File: src/lldqd_pkg.sv
// Shared types and constants for the least-load dual queue dispatch unit.
package lldqd_pkg;

    localparam int QUEUE_DEPTH = 16;
    localparam int COST_BITS   = 16;
    localparam int TAG_W       = 8;
    localparam int MASK_W      = 8;
    localparam int DEV_W       = 3;
    localparam int KIND_W      = 2;
    localparam int PTR_W       = $clog2(QUEUE_DEPTH);
    localparam int CNT_W       = $clog2(QUEUE_DEPTH + 1);
    localparam int LOAD_W      = COST_BITS + PTR_W;

    typedef enum logic
    {
        OP_PUSH = 1'b0,
        OP_POP  = 1'b1
    } op_t;

    typedef enum logic [1:0]
    {
        ERR_NONE    = 2'd0,
        ERR_NO_KIND = 2'd1,
        ERR_FULL    = 2'd2
    } err_t;

    localparam logic [KIND_W-1:0] KIND_CPU = KIND_W'(0);
    localparam logic [KIND_W-1:0] KIND_GPU = KIND_W'(1);

    localparam logic QSEL_CPU = 1'b0;
    localparam logic QSEL_GPU = 1'b1;

    typedef struct packed
    {
        logic [TAG_W-1:0]     tag;
        logic [COST_BITS-1:0] cost_cpu;
        logic [COST_BITS-1:0] cost_gpu;
        logic [MASK_W-1:0]    mask;
    } entry_t;

endpackage

File: src/least_load_dual_queue_dispatch_unit.sv
// Least-load dispatch over a CPU task queue and a GPU task queue.
// Takes one word per clock while in_stall is low and returns one result word per
// word, in order. A word is captured in the input register and its result in
// the result register, which offers it on out_valid and holds it while out_stall
// is high. Each queue keeps its own head pointer, fill count and running load
// sum, so a push needs one add-and-compare and a pop one saturating subtract.
// Queue entries are not reset; only filled entries are ever read.
module least_load_dual_queue_dispatch_unit
    import lldqd_pkg::*;
(
    input  logic                 clk,
    input  logic                 rst_n,

    input  logic                 in_valid,
    output logic                 in_stall,
    input  logic                 operation,
    input  logic [TAG_W-1:0]     task_tag,
    input  logic [COST_BITS-1:0] cost_on_cpu,
    input  logic [COST_BITS-1:0] cost_on_gpu,
    input  logic                 runs_on_cpu,
    input  logic                 runs_on_gpu,
    input  logic [MASK_W-1:0]    allowed_devices,
    input  logic [KIND_W-1:0]    device_kind,
    input  logic [DEV_W-1:0]     device_number,

    output logic                 out_valid,
    input  logic                 out_stall,
    output logic                 placed_queue,
    output logic                 push_accepted,
    output logic [1:0]           error_code,
    output logic                 task_valid,
    output logic [TAG_W-1:0]     out_task_tag,
    output logic [COST_BITS-1:0] out_cost_on_cpu,
    output logic [COST_BITS-1:0] out_cost_on_gpu,
    output logic [MASK_W-1:0]    out_allowed_devices,
    output logic                 has_work
);

    localparam logic [CNT_W-1:0] CNT_FULL = CNT_W'(QUEUE_DEPTH);

    // input register
    logic              in_vld_reg;
    op_t               op_reg;
    entry_t            in_entry_reg;
    logic              on_cpu_reg;
    logic              on_gpu_reg;
    logic [KIND_W-1:0] kind_reg;
    logic [DEV_W-1:0]  dev_reg;

    // queue state, index 0 CPU, 1 GPU
    entry_t            q_reg     [2][QUEUE_DEPTH];
    logic [PTR_W-1:0]  head_reg  [2];
    logic [PTR_W-1:0]  head_next [2];
    logic [CNT_W-1:0]  count_reg [2];
    logic [CNT_W-1:0]  count_next[2];
    logic [LOAD_W-1:0] load_reg  [2];
    logic [LOAD_W-1:0] load_next [2];

    // result register
    logic              out_vld_reg;
    logic              placed_reg,   placed_next;
    logic              accepted_reg, accepted_next;
    err_t              err_reg,      err_next;
    logic              tvalid_reg,   tvalid_next;
    entry_t            got_reg,      got_next;
    logic              work_reg,     work_next;

    logic              advance;
    logic              process;
    logic              wr_en;
    logic              wr_side;
    logic [PTR_W-1:0]  wr_ptr;
    logic              side;
    logic [LOAD_W:0]   tot_cpu;
    logic [LOAD_W:0]   tot_gpu;
    logic              to_gpu;
    logic [COST_BITS-1:0] side_cost;
    logic [LOAD_W-1:0] cost_ext;
    entry_t            head_e;

    assign advance  = !out_vld_reg || !out_stall;
    assign process  = in_vld_reg && advance;
    assign in_stall = in_vld_reg && !advance;

    always_ff @(posedge clk or negedge rst_n)
    begin
        if (!rst_n)
        begin
            in_vld_reg <= 1'b0;
        end
        else if (!in_stall)
        begin
            in_vld_reg <= in_valid;
        end
    end

    always_ff @(posedge clk)
    begin
        if (!in_stall && in_valid)
        begin
            op_reg       <= op_t'(operation);
            in_entry_reg <= '{tag: task_tag, cost_cpu: cost_on_cpu,
                               cost_gpu: cost_on_gpu, mask: allowed_devices};
            on_cpu_reg   <= runs_on_cpu;
            on_gpu_reg   <= runs_on_gpu;
            kind_reg     <= device_kind;
            dev_reg      <= device_number;
        end
    end

    // least-load choice for a task that runs on both kinds
    assign tot_cpu = (LOAD_W + 1)'(in_entry_reg.cost_cpu) + (LOAD_W + 1)'(load_reg[QSEL_CPU]);
    assign tot_gpu = (LOAD_W + 1)'(in_entry_reg.cost_gpu) + (LOAD_W + 1)'(load_reg[QSEL_GPU]);

    always_comb
    begin
        if (on_cpu_reg && on_gpu_reg)
        begin
            to_gpu = !(tot_cpu < tot_gpu);
        end
        else
        begin
            to_gpu = on_gpu_reg;
        end
    end

    assign side = (op_reg == OP_PUSH) ? to_gpu : kind_reg[0];
    assign head_e = q_reg[side][head_reg[side]];
    assign side_cost = (side == QSEL_GPU) ? ((op_reg == OP_PUSH) ? in_entry_reg.cost_gpu
                                                                 : head_e.cost_gpu)
                                          : ((op_reg == OP_PUSH) ? in_entry_reg.cost_cpu
                                                                 : head_e.cost_cpu);
    assign cost_ext = LOAD_W'(side_cost);

    always_comb
    begin
        for (int s = 0; s < 2; s++)
        begin
            head_next[s]  = head_reg[s];
            count_next[s] = count_reg[s];
            load_next[s]  = load_reg[s];
        end
        wr_en         = 1'b0;
        wr_side       = side;
        wr_ptr        = head_reg[side] + count_reg[side][PTR_W-1:0];
        placed_next   = 1'b0;
        accepted_next = 1'b0;
        err_next      = ERR_NONE;
        tvalid_next   = 1'b0;
        got_next      = '0;

        if (process)
        begin
            if (op_reg == OP_PUSH)
            begin
                if (!on_cpu_reg && !on_gpu_reg)
                begin
                    err_next = ERR_NO_KIND;
                end
                else
                begin
                    placed_next = side;
                    if (count_reg[side] == CNT_FULL)
                    begin
                        err_next = ERR_FULL;
                    end
                    else
                    begin
                        wr_en             = 1'b1;
                        accepted_next     = 1'b1;
                        count_next[side]  = count_reg[side] + CNT_W'(1);
                        load_next[side]   = load_reg[side] + cost_ext;
                    end
                end
            end
            else if ((kind_reg == KIND_CPU || kind_reg == KIND_GPU)
                     && count_reg[side] != '0 && head_e.mask[dev_reg])
            begin
                tvalid_next      = 1'b1;
                got_next         = head_e;
                head_next[side]  = head_reg[side] + PTR_W'(1);
                count_next[side] = count_reg[side] - CNT_W'(1);
                load_next[side]  = (load_reg[side] >= cost_ext) ? load_reg[side] - cost_ext
                                                                : '0;
            end
        end

        work_next = (count_next[QSEL_CPU] != '0) || (count_next[QSEL_GPU] != '0);
    end

    always_ff @(posedge clk)
    begin
        if (wr_en)
        begin
            q_reg[wr_side][wr_ptr] <= in_entry_reg;
        end
    end

    always_ff @(posedge clk or negedge rst_n)
    begin
        if (!rst_n)
        begin
            for (int s = 0; s < 2; s++)
            begin
                head_reg[s]  <= '0;
                count_reg[s] <= '0;
                load_reg[s]  <= '0;
            end
            out_vld_reg <= 1'b0;
        end
        else
        begin
            for (int s = 0; s < 2; s++)
            begin
                head_reg[s]  <= head_next[s];
                count_reg[s] <= count_next[s];
                load_reg[s]  <= load_next[s];
            end
            if (advance)
            begin
                out_vld_reg <= in_vld_reg;
            end
        end
    end

    always_ff @(posedge clk)
    begin
        if (process)
        begin
            placed_reg   <= placed_next;
            accepted_reg <= accepted_next;
            err_reg      <= err_next;
            tvalid_reg   <= tvalid_next;
            got_reg      <= got_next;
            work_reg     <= work_next;
        end
    end

    assign out_valid           = out_vld_reg;
    assign placed_queue        = placed_reg;
    assign push_accepted       = accepted_reg;
    assign error_code          = err_reg;
    assign task_valid          = tvalid_reg;
    assign out_task_tag        = got_reg.tag;
    assign out_cost_on_cpu     = got_reg.cost_cpu;
    assign out_cost_on_gpu     = got_reg.cost_gpu;
    assign out_allowed_devices = got_reg.mask;
    assign has_work            = work_reg;

endmodule
File: config.mk
export PLATFORM = sky130hd
export DESIGN_NAME = least_load_dual_queue_dispatch_unit
export DESIGN_NICKNAME = d
export VERILOG_FILES = /design/src/lldqd_pkg.sv /design/src/least_load_dual_queue_dispatch_unit.sv
export SDC_FILE = /design/constraint.sdc
export NUM_CORES = 2
export LEC_CHECK = 0
export BUFFER_PORTS_ARGS = -buffer_cell sky130_fd_sc_hd__buf_4
export CAP_MARGIN = 30
export CORE_MARGIN = 3
export CORE_UTILIZATION = 40
export CTS_CLUSTER_DIAMETER = 40
export CTS_CLUSTER_SIZE = 40
export DETAILED_ROUTE_END_ITERATION = 6
export PLACE_DENSITY_LB_ADDON = 0.05
export SYNTH_ARGS = -nofsm -noshare
export SYNTH_HDL_FRONTEND = slang
export SYNTH_SLANG_ARGS = --single-unit
export TNS_END_PERCENT = 100
File: constraint.sdc
create_clock -name clk -period 9.7 [get_ports clk]
set_clock_uncertainty 0.05 [all_clocks]
set_input_delay 0.485 -clock clk [delete_from_list [all_inputs] [get_ports clk]]
set_output_delay 0.485 -clock clk [all_outputs]
set_load 0.02 [all_outputs]
==> metrics.csv <==
stage,metric,value,unit
die,start_util,0.404,
clock_network,clk_pin_slew,0.05,ns
sta,rsz0062_at_grt,yes,
layout,largest_reg_flops,1536,
detailed_routing,routed_wl,257000,um
yosys,synthMuxAreaShare,0.0310,
outcome,violations,DRC,
yosys,synth_xor_xnor_area_share,0.00654,
worst_hold_path,hp-class,input port to async pin,
power_and_ir_drop,total_leakage_power,34.4,nW
power_and_ir_drop,vdd_drop_max,0.230,mV
detailed_routing,dr.first_iter.drc_count,4740,
detailed_routing,wl_met2,120000,um
detailed_routing,met1_length,115000,um
yosys,seq_area_frac_synth,0.704,
die,fp.dieW,431,um
yosys,netlist_area,72300,um^2
yosys,yosys.area.top_type,edfxtp_1,
yosys,synth_simple_gate_area_frac,0.142,
power_and_ir_drop,pwr-share-seq,0.273,
layout,drive_gt1_frac,0.249,
flow_run,maxCapViolCount,0,
yosys,synthAdderAreaFrac,0.0171,
layout,fin_nets,6549,
yosys,ys_ff_latch,1706,
power_and_ir_drop,p_clk_frac,0.305,
global_routing,grt_pass1_wl,362000,um
yosys,synth_top_family_by_area,simple AND/OR/NAND/NOR gates,
setup_path,cp.required,10.40,ns
die,row_count,155,
sta,setup_ws,0.305,ns
global_routing,grt_antenna_before_repair,8,
detailed_routing,routed.top_layer,met4,
clock_network,htreeDepth,5,
detailed_routing,via_per_inst,5.61,
layout,multi_input_area,20800,um^2
yosys,synth_edf_count,1646,
power_and_ir_drop,switchingPower,12.0,mW
setup_path,critPathSlowestCell,edfxtp_1,
yosys,synth_top_flop_cell,edfxtp_1,
clock_network,cts_buffer_depth,4,
clock_network,cts_tree,yes,
layout,seq_area,50900,um^2
yosys,yosys.cell_types.count,85,
sta,max_freq,106,MHz
setup_path,crit_top_cell,a21oi_2,
sta,worstMarginPinSlew,1.06,ns
yosys,async_reset_ff_frac,0.0352,
yosys,ys_warn_count,0,
sta,maxSlewViolCount,0,
sta,fin_crit,9.39,ns
power_and_ir_drop,p_int,20.6,mW
clock_network,clock-sinks,1706,
sta,slew-limit-headroom,0.292,
power_and_ir_drop,combPwrFrac,0.423,
setup_path,r2r_slack,0.31,ns
die,core,179000,um^2
setup_path,crit_arrival,10.09,ns
global_routing,gr-total-overflow,0,
detailed_routing,drc,5,
placed_design,dpl_worst_slack,-0.696,ns
yosys,synth_top_area_share,0.684,
setup_path,path_max_fanout,7,
yosys,syn_area_per_cell,13.1,um^2
detailed_routing,postRouteAntennaNets,0,
power_and_ir_drop,power_density,346,nW/um^2
detailed_routing,dr.pass1.iters,7,
setup_path,startpoint_type,register,
setup_path,crit_type,register to register,
global_routing,grt_max_degree,92,
setup_path,end_kind,register,
sta,final-hold-violation-count,0,
clock_network,clk_latency,0.91,ns
placed_design,dp_cells,8313,
layout,nFillCells,15100,
clock_network,cts_buffers,288,
yosys,synth_compound_gate_area_share,0.0730,
die,io_pins,116,
die,die_h,431,um
sta,setup_viol,0,
sta,finalCritPeriodShare,0.969,
yosys,synthTopCellsByArea,"edfxtp_1 68%, nand2_1 7.2%, nand3_1 4.4%",
outcome,outcome,"finished, violations left",
placed_design,io_buffers,115,
clock_network,cts_root_buf,clkbuf_16,
die,design.die.area,186000,um^2
detailed_routing,wl_per_cell,28.7,um
global_routing,grt_usage,0.272,
detailed_routing,met3_length,14000,um
yosys,syn_inst,5535,
layout,layout.cells.non_filler,8956,
layout,synthToLayoutAreaGrowth,30.7,%
detailed_routing,num_vias,50208,
placed_design,dp_hpwl,165000,um
power_and_ir_drop,sw_frac_of_total,0.368,
yosys,syn_nets,5691,
setup_path,cp_slowest_stage_delay,0.42,ns
global_routing,grt_pass1_vias,48496,
sta,timing.hold.ws,0.151,ns
placed_design,routabilityCongestion,0.899,
## power by group through the flow
stage / Combinational (mW) / Sequential (mW) / Clock [mW]
finish: 13.8 / 8.91 / 9.96
global route: 14.8 / 8.94 / 10.4
floorplan: 6.65 / 9.00 / 0
global placement: 12.4 / 9.06 / 0
CTS: 12.8 / 8.91 / 10.1
detailed placement: 12.4 / 9.05 / 0
## logic make-up after synthesis
| family | Yosys count |
|---|---|
| AND/OR/NAND/NOR | 2374 |
| flip-flops | 1706 |
| AO/OA/AOI/OAI | 708 |
| multiplexers | 135 |
| buffers and inverters | 462 |
| adder cells (fa/ha/maj) | 96 |
| XOR/XNOR | 54 |
## layout make-up
type / count / share of cell area
flip-flops and latches: 1706 / 0.539
multi-input cells: 3367 / 0.220
repair buffers: 920 / 0.106
clock buffers: 323 / 0.0795
well taps: 2355 / 0.0312
clock inverters: 173 / 0.0199
inverters: 108 / 0.00450
repair inverters: 2 / 0.000185
diodes: 2 / 0.0000529
## per-stage QoR
stage / instance area, um^2 / power (mW) / TNS, ns / utilization
3_3_place_gp: 82100 / 21.4 / -23.00 / 0.459
2_1_floorplan: 72400 / 15.6 / -319.48 / -
6_report: 94500 / 32.7 / 0 / 0.528
3_5_place_dp: 82300 / 21.5 / -15.63 / 0.460
4_1_cts: 92900 / 31.9 / 0 / 0.519
5_1_grt: 94500 / 34.2 / -1.28 / 0.528
## metal layers
| metal | global-route usage | up-vias |
|---|---|---|
| li1 | - | 22521 |
| met1 | 0.391 | 25665 |
| met2 | 0.430 | 1626 |
| met3 | 0.0378 | 396 |
| met4 | 0.0794 | 0 |
| met5 | 0 | - |
## final timing paths
path	startpoint	end	cells past startpoint
setup / recovery	in_entry_reg[25]	load_reg[38]	53
hold / removal	rst_n	in_vld_reg	3
setup reg to reg	in_entry_reg[25]	load_reg[38]	53
hold reg to reg	in_vld_reg	out_valid	1
max in group asynchronous	rst_n	head_reg[4]	3
min in group clk	allowed_devices[2]	in_entry_reg[2]	2
## cell usage in the layout (no fill, tap or decap), types with 49 or more instances in the layout
| cell type | synthesis | layout |
|---|---|---|
| a311oi_1 | 186 | 157 |
| and2_1 | 59 | 54 |
| and3_1 | 69 | 68 |
| mux4_2 | 68 | 68 |
| buf_4 | 1 | 616 |
| nor2_1 | 139 | 102 |
| dfrtp_1 | 60 | 58 |
| o21ai_0 | 81 | 55 |
| a211oi_1 | 90 | 77 |
| dlygate4sd3_1 | 0 | 60 |
| a31oi_1 | 51 | 49 |
| clkbuf_16 | 0 | 300 |
| ha_1 | 91 | 84 |
| buf_12 | 0 | 190 |
| nand3_1 | 631 | 627 |
| inv_1 | 104 | 98 |
| edfxtp_1 | 1646 | 1646 |
| a21oi_1 | 95 | 65 |
| nand2_1 | 1378 | 1371 |
## Yosys cell counts (10+ instances only)
library cell,n
a211oi_1,90
nor3_1,25
nand3_1,631
a221o_1,21
edfxtp_1,1646
buf_2,73
clkbuf_1,209
nand2_1,1378
a311o_1,17
nor2_1,139
and2_1,59
a31oi_1,51
nor2b_1,10
a311oi_1,186
ha_1,91
a21o_1,31
and3_1,69
nand2b_1,15
xor2_1,16
mux2_2,34
buf_1,68
a221oi_1,15
a31o_1,16
xnor2_1,38
dfrtp_1,60
mux4_2,68
or3_1,11
mux2i_1,33
a21oi_1,95
inv_1,104
o21ai_0,81
## timing repair
item,in CTS,in global routing
cloned,5,5
pin swaps,36,123
buffers inserted,25,48
hold endpoints to repair,118,0
setup endpoints to repair,40,41
gates resized for setup,63,228
hold buffers,60,0
## critical path, delay by kind of cell, from the launching register on
kind / cells / cell delay [ns]
flops: 1 / 0.42
mux: 1 / 0.30
compound gates: 29 / 4.84
buf+inv: 10 / 1.36
simple gates: 8 / 1.11
xor+xnor: 1 / 0.17
fa+ha+maj: 4 / 0.99
Note: power is estimated with default switching activity, not from simulation.
